===== src/hdl/klc_pkg.sv =====
`timescale 1ns / 1ps
// ----------------------------------------------------------------------------
// klc_pkg: shared types and constants for the knob level conditioner
// Register indexes, command codes, datapath operations, control bundles.
// ----------------------------------------------------------------------------
package klc_pkg;

  localparam int ADC_W     = 12;
  localparam int LVL_W     = 16;
  localparam int OFF_W     = 13;
  localparam int CFG_IDX_W = 3;
  localparam int DIV_W     = 28;
  localparam int DEN_W     = 16;
  localparam int DIV_CNT_W = 5;

  localparam logic [ADC_W-1:0] ADC_TOP = 12'd4095;

  // map divide by ADC_TOP as a reciprocal multiply, exact for any PROD_W-bit product
  localparam int PROD_W  = ADC_W + LVL_W;
  localparam int MAP_SH  = PROD_W + ADC_W;
  localparam int MAP_M_W = PROD_W + 1;
  localparam int MAP_P_W = PROD_W + MAP_M_W;
  localparam logic [MAP_M_W-1:0] MAP_MUL =
    MAP_M_W'(((64'd1 << MAP_SH) + 64'(ADC_TOP) - 64'd1) / 64'(ADC_TOP));

  localparam logic [CFG_IDX_W-1:0] REG_RED_MIN   = 3'd0;
  localparam logic [CFG_IDX_W-1:0] REG_RED_MAX   = 3'd1;
  localparam logic [CFG_IDX_W-1:0] REG_GREEN_MIN = 3'd2;
  localparam logic [CFG_IDX_W-1:0] REG_GREEN_MAX = 3'd3;
  localparam logic [CFG_IDX_W-1:0] REG_DEADBAND  = 3'd4;

  localparam logic CMD_SAMPLE = 1'b0;
  localparam logic CMD_ANCHOR = 1'b1;

  typedef logic [3:0] klc_op_t;
  localparam klc_op_t OP_NONE     = 4'd0;
  localparam klc_op_t OP_LOAD     = 4'd1;
  localparam klc_op_t OP_ACC      = 4'd2;
  localparam klc_op_t OP_RAW      = 4'd3;
  localparam klc_op_t OP_MAP_PREP = 4'd4;
  localparam klc_op_t OP_MAP_DIV  = 4'd5;
  localparam klc_op_t OP_MAP_FIN  = 4'd6;
  localparam klc_op_t OP_ANC_PREP = 4'd7;
  localparam klc_op_t OP_ANC_FIN  = 4'd8;

  typedef struct packed {
    klc_op_t op;
    logic    div_start;
  } klc_cmd_t;

  typedef struct packed {
    logic acc_full;
    logic anchor_zero;
    logic div_done;
  } klc_status_t;

endpackage


===== src/hdl/klc_div.sv =====
`timescale 1ns / 1ps
// ----------------------------------------------------------------------------
// klc_div: restoring unsigned divider
// One quotient bit per cycle; quotient holds after done until the next start.
// ----------------------------------------------------------------------------
module klc_div (
  input  logic                      clk,
  input  logic                      rst_n,
  input  logic                      start,
  input  logic [klc_pkg::DIV_W-1:0] num,
  input  logic [klc_pkg::DEN_W-1:0] den,
  output logic [klc_pkg::DIV_W-1:0] quo,
  output logic                      done
);
  import klc_pkg::*;

  localparam logic [DIV_CNT_W-1:0] CNT_LAST = DIV_CNT_W'(DIV_W - 1);

  logic [DEN_W-1:0]     rem_r;
  logic [DIV_W-1:0]     quo_r;
  logic [DEN_W-1:0]     den_r;
  logic [DIV_CNT_W-1:0] cnt_r;
  logic                 busy_r;
  logic                 done_r;
  logic [DEN_W:0]       shifted;
  logic [DEN_W:0]       diff;
  logic                 ge;

  assign shifted = {rem_r, quo_r[DIV_W-1]};
  assign ge      = shifted >= {1'b0, den_r};
  assign diff    = shifted - {1'b0, den_r};

  always_ff @(posedge clk) begin
    if (!rst_n) begin
      busy_r <= 1'b0;
      done_r <= 1'b0;
      cnt_r  <= '0;
    end else begin
      done_r <= 1'b0;
      if (start) begin
        busy_r <= 1'b1;
        cnt_r  <= '0;
      end else if (busy_r) begin
        cnt_r <= cnt_r + 1'b1;
        if (cnt_r == CNT_LAST) begin
          busy_r <= 1'b0;
          done_r <= 1'b1;
        end
      end
    end
  end

  always_ff @(posedge clk) begin
    if (start) begin
      rem_r <= '0;
      quo_r <= num;
      den_r <= den;
    end else if (busy_r) begin
      rem_r <= ge ? diff[DEN_W-1:0] : shifted[DEN_W-1:0];
      quo_r <= {quo_r[DIV_W-2:0], ge};
    end
  end

  assign quo  = quo_r;
  assign done = done_r;

endmodule


===== src/hdl/klc_datapath.sv =====
`timescale 1ns / 1ps
// ----------------------------------------------------------------------------
// klc_datapath: registers, channel state and arithmetic
// Holds config, per-channel sums, counts and offsets; feeds the divider.
// ----------------------------------------------------------------------------
module klc_datapath #(
  parameter int NUM_SAMPLES = 16
) (
  input  logic                          clk,
  input  logic                          rst_n,
  input  logic                          cfg_we,
  input  logic [klc_pkg::CFG_IDX_W-1:0] cfg_index,
  input  logic [klc_pkg::LVL_W-1:0]     cfg_data,
  input  logic                          in_channel,
  input  logic [klc_pkg::ADC_W-1:0]     in_adc_sample,
  input  logic [klc_pkg::LVL_W-1:0]     in_target_level,
  input  klc_pkg::klc_cmd_t             cmd,
  output klc_pkg::klc_status_t          status,
  output logic                          out_channel,
  output logic [klc_pkg::LVL_W-1:0]     out_level
);
  import klc_pkg::*;

  localparam int SUM_W = ADC_W + $clog2(NUM_SAMPLES);
  localparam int CNT_W = (NUM_SAMPLES > 1) ? $clog2(NUM_SAMPLES) : 1;
  localparam logic [CNT_W-1:0] CNT_LAST = CNT_W'(NUM_SAMPLES - 1);

  // average as a reciprocal multiply, exact for any SUM_W-bit total
  localparam int AVG_SH  = SUM_W + $clog2(NUM_SAMPLES);
  localparam int AVG_M_W = AVG_SH + 1;
  localparam int AVG_P_W = SUM_W + AVG_M_W;
  localparam logic [AVG_M_W-1:0] AVG_MUL =
    AVG_M_W'(((64'd1 << AVG_SH) + 64'(NUM_SAMPLES) - 64'd1) / 64'(NUM_SAMPLES));

  logic [LVL_W-1:0] min_r [2];
  logic [LVL_W-1:0] max_r [2];
  logic [LVL_W-1:0] db_r;
  logic [SUM_W-1:0] sum_r [2];
  logic [CNT_W-1:0] cnt_r [2];
  logic [OFF_W-1:0] off_r [2];

  logic              ch_r;
  logic [ADC_W-1:0]  adc_r;
  logic [LVL_W-1:0]  tgt_r;
  logic [SUM_W-1:0]  tot_r;
  logic [ADC_W-1:0]  raw_r;
  logic [LVL_W-1:0]  mag_r;
  logic              neg_r;
  logic [PROD_W-1:0] prod_r;
  logic [LVL_W-1:0]  mq_r;
  logic              out_ch_r;
  logic [LVL_W-1:0]  out_lvl_r;

  logic [SUM_W-1:0]   sum_new;
  logic [LVL_W-1:0]   lo;
  logic [LVL_W-1:0]   hi;
  logic               span_neg;
  logic [LVL_W-1:0]   mag;
  logic [AVG_P_W-1:0] avg_prod;
  logic [ADC_W-1:0]   avg;
  logic [MAP_P_W-1:0] map_prod;
  logic [DIV_W-1:0]   anc_prod;
  logic [DEN_W-1:0]   anc_den;
  logic [DIV_W-1:0]   quo;
  logic               div_done;
  logic [LVL_W-1:0]   map_val;
  logic [LVL_W-1:0]   lvl;
  logic [ADC_W-1:0]   anc_raw;
  logic [OFF_W-1:0]   anc_off;

  assign lo       = min_r[ch_r];
  assign hi       = max_r[ch_r];
  assign sum_new  = sum_r[ch_r] + SUM_W'(adc_r);
  assign span_neg = hi < lo;
  assign mag      = span_neg ? (lo - hi) : (hi - lo);
  assign avg_prod = AVG_P_W'(tot_r) * AVG_P_W'(AVG_MUL);
  assign avg      = avg_prod[AVG_SH +: ADC_W];
  assign map_prod = MAP_P_W'(prod_r) * MAP_P_W'(MAP_MUL);
  assign anc_prod = {12'd0, tgt_r - lo} * {16'd0, ADC_TOP};
  assign anc_den  = hi - lo;

  klc_div u_div (
    .clk   (clk),
    .rst_n (rst_n),
    .start (cmd.div_start),
    .num   (anc_prod),
    .den   (anc_den),
    .quo   (quo),
    .done  (div_done)
  );

  assign map_val = neg_r ? (lo - mq_r) : (lo + mq_r);
  assign lvl     = (map_val < db_r) ? '0 : map_val;
  assign anc_raw = status.anchor_zero ? '0 :
                   ((quo > DIV_W'(ADC_TOP)) ? ADC_TOP : quo[ADC_W-1:0]);
  assign anc_off = {1'b0, anc_raw} - {1'b0, adc_r};

  assign status.acc_full    = cnt_r[ch_r] == CNT_LAST;
  assign status.anchor_zero = (hi <= lo) || (tgt_r < lo);
  assign status.div_done    = div_done;

  always_ff @(posedge clk) begin
    if (!rst_n) begin
      min_r[0] <= '0;
      min_r[1] <= '0;
      max_r[0] <= LVL_W'(ADC_TOP);
      max_r[1] <= LVL_W'(ADC_TOP);
      db_r     <= '0;
      sum_r[0] <= '0;
      sum_r[1] <= '0;
      cnt_r[0] <= '0;
      cnt_r[1] <= '0;
      off_r[0] <= '0;
      off_r[1] <= '0;
    end else begin
      if (cfg_we) begin
        unique case (cfg_index)
          REG_RED_MIN:   min_r[0] <= cfg_data;
          REG_RED_MAX:   max_r[0] <= cfg_data;
          REG_GREEN_MIN: min_r[1] <= cfg_data;
          REG_GREEN_MAX: max_r[1] <= cfg_data;
          REG_DEADBAND:  db_r     <= cfg_data;
          default: ;
        endcase
      end
      if (cmd.op == OP_ACC) begin
        if (status.acc_full) begin
          sum_r[ch_r] <= '0;
          cnt_r[ch_r] <= '0;
        end else begin
          sum_r[ch_r] <= sum_new;
          cnt_r[ch_r] <= cnt_r[ch_r] + 1'b1;
        end
      end
      if (cmd.op == OP_ANC_FIN) begin
        off_r[ch_r] <= anc_off;
      end
    end
  end

  always_ff @(posedge clk) begin
    unique case (cmd.op)
      OP_LOAD: begin
        ch_r  <= in_channel;
        adc_r <= in_adc_sample;
        tgt_r <= in_target_level;
      end
      OP_ACC: tot_r <= sum_new;
      OP_RAW: begin
        raw_r <= avg + off_r[ch_r][ADC_W-1:0];
        mag_r <= mag;
        neg_r <= span_neg;
      end
      OP_MAP_PREP: prod_r <= PROD_W'(raw_r) * PROD_W'(mag_r);
      OP_MAP_DIV:  mq_r   <= map_prod[MAP_SH +: LVL_W];
      OP_MAP_FIN: begin
        out_ch_r  <= ch_r;
        out_lvl_r <= lvl;
      end
      default: ;
    endcase
  end

  assign out_channel = out_ch_r;
  assign out_level   = out_lvl_r;

endmodule


===== src/hdl/klc_ctrl.sv =====
`timescale 1ns / 1ps
// ----------------------------------------------------------------------------
// klc_ctrl: sequencing state machine
// Steps each request through accumulate, divide, map or anchor phases.
// ----------------------------------------------------------------------------
module klc_ctrl (
  input  logic                 clk,
  input  logic                 rst_n,
  input  logic                 in_valid,
  input  logic                 in_command,
  output logic                 in_ready,
  output logic                 out_valid,
  input  logic                 out_ready,
  input  klc_pkg::klc_status_t status,
  output klc_pkg::klc_cmd_t    cmd
);
  import klc_pkg::*;

  localparam logic [3:0] S_IDLE     = 4'd0;
  localparam logic [3:0] S_ACC      = 4'd1;
  localparam logic [3:0] S_RAW      = 4'd2;
  localparam logic [3:0] S_MAP_PREP = 4'd3;
  localparam logic [3:0] S_MAP_DIV  = 4'd4;
  localparam logic [3:0] S_MAP_FIN  = 4'd5;
  localparam logic [3:0] S_ANC_PREP = 4'd6;
  localparam logic [3:0] S_ANC_WAIT = 4'd7;
  localparam logic [3:0] S_ANC_FIN  = 4'd8;

  logic [3:0] state_r;
  logic [3:0] state_nxt;
  logic       out_valid_r;
  logic       out_valid_nxt;
  logic       out_free;

  assign in_ready  = state_r == S_IDLE;
  assign out_valid = out_valid_r;
  assign out_free  = !out_valid_r || out_ready;

  always_comb begin
    state_nxt     = state_r;
    out_valid_nxt = out_valid_r && !out_ready;
    cmd.op        = OP_NONE;
    cmd.div_start = 1'b0;
    unique case (state_r)
      S_IDLE: begin
        if (in_valid) begin
          cmd.op    = OP_LOAD;
          state_nxt = (in_command == CMD_ANCHOR) ? S_ANC_PREP : S_ACC;
        end
      end
      S_ACC: begin
        cmd.op    = OP_ACC;
        state_nxt = status.acc_full ? S_RAW : S_IDLE;
      end
      S_RAW: begin
        cmd.op    = OP_RAW;
        state_nxt = S_MAP_PREP;
      end
      S_MAP_PREP: begin
        cmd.op    = OP_MAP_PREP;
        state_nxt = S_MAP_DIV;
      end
      S_MAP_DIV: begin
        cmd.op    = OP_MAP_DIV;
        state_nxt = S_MAP_FIN;
      end
      S_MAP_FIN: begin
        if (out_free) begin
          cmd.op        = OP_MAP_FIN;
          out_valid_nxt = 1'b1;
          state_nxt     = S_IDLE;
        end
      end
      S_ANC_PREP: begin
        cmd.op = OP_ANC_PREP;
        if (status.anchor_zero) begin
          state_nxt = S_ANC_FIN;
        end else begin
          cmd.div_start = 1'b1;
          state_nxt     = S_ANC_WAIT;
        end
      end
      S_ANC_WAIT: if (status.div_done) state_nxt = S_ANC_FIN;
      S_ANC_FIN: begin
        cmd.op    = OP_ANC_FIN;
        state_nxt = S_IDLE;
      end
      default: state_nxt = S_IDLE;
    endcase
  end

  always_ff @(posedge clk) begin
    if (!rst_n) begin
      state_r     <= S_IDLE;
      out_valid_r <= 1'b0;
    end else begin
      state_r     <= state_nxt;
      out_valid_r <= out_valid_nxt;
    end
  end

endmodule


===== src/hdl/knob_level_conditioner.sv =====
`timescale 1ns / 1ps
// Flow: a sample that does not close a batch holds the input only for the accumulate
// step; the closing sample passes accumulate, raw, map prep, map divide and map finish
// steps, the last held while an earlier level still waits in the output register. An
// anchor runs the bit-serial divider, or skips it when the range is empty or the target
// lies below its minimum. Only one request is in flight at a time.
// Reset (synchronous, active low) restores config defaults, clears sums, counts, offsets.
// ----------------------------------------------------------------------------
// knob_level_conditioner: two-channel knob averaging, offset and range mapping
// Controller sequences the datapath and its shared divider.
// ----------------------------------------------------------------------------
module knob_level_conditioner #(
  parameter int NUM_SAMPLES = 16
) (
  input  logic                          clk,
  input  logic                          rst_n,
  input  logic                          cfg_we,
  input  logic [klc_pkg::CFG_IDX_W-1:0] cfg_index,
  input  logic [klc_pkg::LVL_W-1:0]     cfg_data,
  input  logic                          in_valid,
  output logic                          in_ready,
  input  logic                          in_command,
  input  logic                          in_channel,
  input  logic [klc_pkg::ADC_W-1:0]     in_adc_sample,
  input  logic [klc_pkg::LVL_W-1:0]     in_target_level,
  output logic                          out_valid,
  input  logic                          out_ready,
  output logic                          out_channel,
  output logic [klc_pkg::LVL_W-1:0]     out_level
);
  import klc_pkg::*;

  klc_cmd_t    cmd;
  klc_status_t status;

  klc_ctrl u_ctrl (
    .clk        (clk),
    .rst_n      (rst_n),
    .in_valid   (in_valid),
    .in_command (in_command),
    .in_ready   (in_ready),
    .out_valid  (out_valid),
    .out_ready  (out_ready),
    .status     (status),
    .cmd        (cmd)
  );

  klc_datapath #(
    .NUM_SAMPLES (NUM_SAMPLES)
  ) u_dp (
    .clk             (clk),
    .rst_n           (rst_n),
    .cfg_we          (cfg_we),
    .cfg_index       (cfg_index),
    .cfg_data        (cfg_data),
    .in_channel      (in_channel),
    .in_adc_sample   (in_adc_sample),
    .in_target_level (in_target_level),
    .cmd             (cmd),
    .status          (status),
    .out_channel     (out_channel),
    .out_level       (out_level)
  );

endmodule


===== config.mk =====
export PLATFORM = sky130hd
export DESIGN_NAME = knob_level_conditioner
export DESIGN_NICKNAME = d
export VERILOG_FILES = /design/src/hdl/klc_pkg.sv /design/src/hdl/klc_div.sv /design/src/hdl/klc_datapath.sv /design/src/hdl/klc_ctrl.sv /design/src/hdl/knob_level_conditioner.sv
export SDC_FILE = /design/constraint.sdc
export NUM_CORES = 2
export LEC_CHECK = 0
export ABC_AREA = 1
export BUFFER_PORTS_ARGS = -buffer_cell sky130_fd_sc_hd__buf_2
export CORE_MARGIN = 5
export CORE_UTILIZATION = 50
export CTS_CLUSTER_DIAMETER = 30
export DETAILED_ROUTE_END_ITERATION = 8
export GPL_TIMING_DRIVEN = 0
export PLACE_DENSITY = 0.66
export SYNTH_ARGS = -nofsm -noshare
export SYNTH_HDL_FRONTEND = slang
export SYNTH_HIERARCHICAL = 1
export SYNTH_SLANG_ARGS = --single-unit

===== constraint.sdc =====
create_clock -name clk -period 8.3 [get_ports clk]
set_clock_uncertainty 0.1 [all_clocks]
set_input_delay 0.415 -clock clk [delete_from_list [all_inputs] [get_ports clk]]
set_output_delay 0.415 -clock clk [all_outputs]
set_load 0.02 [all_outputs]

==> results.txt <==
----------------------------------------------------
[Timing]
  RSZ-0062 raised after global routing ... false
  Total Neg Setup Slack ... 0 ns
  Worst-margin pin slew ... 1.080 ns
  Part of the cycle the worst path needs ... 96.02%
  Hold_ws ... 0.02852 ns
  Max-slew violation count ... 0
  Count of final setup violators ... 0
  Final Hold Violating Endpoints ... 0
  Post-layout minimum cycle time ... 7.970 ns
  Worst slew margin relative to its limit ... 25.94%
  Timing-limited maximum frequency ... 0.1255 GHz

[Worst setup path]
  Worst EP required ... 8.57 ns
  Kind of cell with the highest combined delay on the critical path ... adder cells
  CP startpoint kind ... flip-flop
  Kind of critical path ... flip-flop to flip-flop
  Crit-path slowest cell ... fa_2
  Endpoint kind of the worst setup timing path ... flip-flop
  Maximum cell stage delay along the critical path ... 0.64 ns
  Crit path max fanout ... 10
  Crit path arrival time ... 8.24 ns
  Buffers & Inverters on Critical Path ... 9

[CTS]
  Buffer type at the clock tree root ... clkbuf_16
  Count of clock tree sinks ... 348
  Setup Buffers After CTS ... 0
  Number of levels the H-tree was split into ... 3
  Later-pin clock latency in the skew report ... 0.63 ns
  Register clock-pin slew on the reported worst setup and hold paths ... 0.04 ns
  TritonCTS clock tree ... yes
  Clk buf depth ... 3
  Num CTS Buffers ... 83

[Floorplanning]
  Die Height ... 276.6 microns
  Std cell rows ... 97
  Core area ... 0.07027 sq mm
  Area enclosed by the die boundary ... 0.07653 sq mm
  Boundary Pins ... 73
  Width of the die ... 276.6 microns
  Initial Util ... 50.59%

[Detailed routing]
  Detailed-route vias per instance ... 5.171
  DRC ... 0
  Via count ... 28893
  Average detailed-routed wire length per instance ... 16.63 microns
  Remaining number of nets flagged by the antenna check after routing ... 0
  Wirelength, routed ... 92.89 mm
  Number of detailed-route iterations in the first pass ... 6
  DRC marker count from the first detailed-route iteration ... 1790

[Synth]
  Proportion of synthesized chip area in sequential cells ... 28.13%
  Largest area contributor in the synthesized netlist ... edfxtp_1
  Syn Nets ... 5094
  Number of cells produced by synthesis ... 4372
  Top area cells in the synthesized netlist ... edfxtp_1 (26%), ha_1 (15%), fa_1 (13%)
  Post-synth ARST share ... 0%
  Post-synth top cells ... nand2_1 (1009), inv_1 (840), ha_1 (434)
  Count of state elements after synthesis ... 348
  Post-Syn Area per Cell ... 8.131 sq um
  Post-synth cell types ... 64
  Count of flip-flops with a built-in enable after synthesis ... 303
  Synth warn ... 6
  Top-count cell post-synth ... nand2_1
  Yosys top cell area share ... 25.59%
  Area of the mapped netlist ... 0.03555 sq mm
  Post-synth top flop ... edfxtp_1

[Global routing]
  Number of global-route vias before repair ... 29134
  Wire length of the first global-routing pass ... 149.5 mm
  All-layer global routing usage ... 24.02%
  Largest net degree at the start of global routing ... 30
  Antenna violations before repair ... 1
  Congestion Overflow GR ... 0

[Placement]
  Final HPWL DP ... 75.20 mm
  Count of input and output buffers ... 72
  Routability cong. ... 0.9377

[Outcome]
  Result of the run ... finished clean

[Final layout]
  Share of final-layout standard cells stronger than drive strength 1 ... 8.179%
  Fillers ... 6363
  Synthesis-to-layout area growth ... 14.28%
  # nets final ... 5298

[Run]
  Count of max-cap constraint violations ... 0

[Hold path]
  Min-Delay Path Class ... primary input to flip-flop

----------------------------------------------------
[cell type report]
| class | instances | area [sq um] | share of cell area (%) |
|---|---|---|---|
| clock inverters | 63 | 838.3 | 2.063 |
| well taps | 940 | 1176 | 2.895 |
| multi-input cells | 3079 | 21990 | 54.12 |
| plain buffers | 95 | 449.2 | 1.106 |
| clock buffers | 92 | 2131 | 5.245 |
| repair buffers | 119 | 852.1 | 2.097 |
| diodes | 1 | 2.502 | 0.006159 |
| inverters | 850 | 3191 | 7.853 |
| flip-flops and latches | 348 | 10000 | 24.61 |
[kinds of logic (layout without fill, tap and decap cells)]
group	count (synthesis)	after routing	synth area share [%]
AND/OR/NAND/NOR	1710	1710	20.15
buffers and inverters	945	1219	10.20
adder cells (fa/ha/maj)	668	668	28.45
AO/OA/AOI/OAI	503	503	7.940
flip-flops	348	348	28.13
XOR/XNOR	169	169	4.227
multiplexers	29	29	0.9045
other	0	1	0
[worst paths after layout]
| kind | start | to | slack [ns] | cells after the start |
|---|---|---|---|---|
| max | flip-flop | u_dp/u_div/quo[25] | 0.33 | 34 |
| max reg2reg | flip-flop | u_dp/u_div/quo[25] | 0.33 | 34 |
| min | cfg_data[11] | u_dp/db_r[11] | 0.03 | 3 |
| min reg2reg | u_dp/ch_r | u_dp/out_channel | 0.35 | 0 |
[metrics by stage]
stage          util, %  worst slack [ns]  instance area [sq um]  std cells
5_1_grt          57.81         0.0003135                  40630       5586
4_1_cts          57.76           0.08018                  40590       5586
3_5_place_dp     53.00           -0.5381                  37250       5395
6_report         57.82            0.3301                  40630       5587
2_1_floorplan        -            0.9658                  35550       4372
3_3_place_gp     52.78            -1.165                  37090       5384
[flip-flops by register name, summed over array words and instances, names as in the netlist, 4 cells and up, named ones only]
name              cells
u_dp/u_div/den_r     16
u_dp/mag_r           16
u_dp/prod_r          28
u_dp/cnt_r            8
u_dp/min_r           32
u_dp/u_div/cnt_r      5
u_dp/max_r           32
u_dp/u_div/quo       28
u_dp/raw_r           12
u_dp/out_level       16
u_dp/u_div/rem_r     16
u_ctrl/state_r        4
u_dp/tgt_r           16
u_dp/off_r           24
u_dp/sum_r           32
u_dp/adc_r           12
u_dp/db_r            16
u_dp/mq_r            16
u_dp/tot_r           12
[layout by cell type (no fill, tap or decap), types with 9 or more instances in the layout]
cell type and count:
dlygate4sd3_1 36, a31oi_1 11, buf_6 12, inv_2 12, nor3_1 45, o21ai_1 9, bufinv_16 13, clkinv_1 11
nand3b_1 25, xnor2_1 48, inv_1 837, o21bai_1 27, clkbuf_1 70, edfxtp_1 303, clkinv_4 9, buf_2 87
mux2_2 25, nand4_1 33, a21boi_0 10, fa_1 233, nand3_1 170, clkbuf_16 83, nor2_1 336, or2_2 10
nand2_1 1009, a21o_1 21, dfxtp_1 45, o21ai_0 152, a21oi_1 232, xor2_1 115, clkinv_2 12, nand2_2 37
ha_1 434
[tightest hold or removal path, stage by stage]
cell and delay [ns]:
buf_2 0.09, o21ai_0 0.07, a21oi_1 0.13
[metal layers]
layer	wire [microns]	part of all wire [%]	GRT usage, %
met3	4713	5.1	3.701
met2	44780	48	41.45
met1	39730	43	30.71
met5	0	0	0
met4	3662	3.9	8.958
[repair_timing]
action | 4_1_cts | 5_1_grt
gates resized for setup | 7 | 18
endpoints found under the hold margin | 37 | 0
setup endpoints to repair | 16 | 11
pin swaps | 0 | 1
hold buffers | 36 | 0
Power is left out: the tool's default activity adds up to more than one toggle a clock period on the data nets, which glitch-free logic cannot reach.
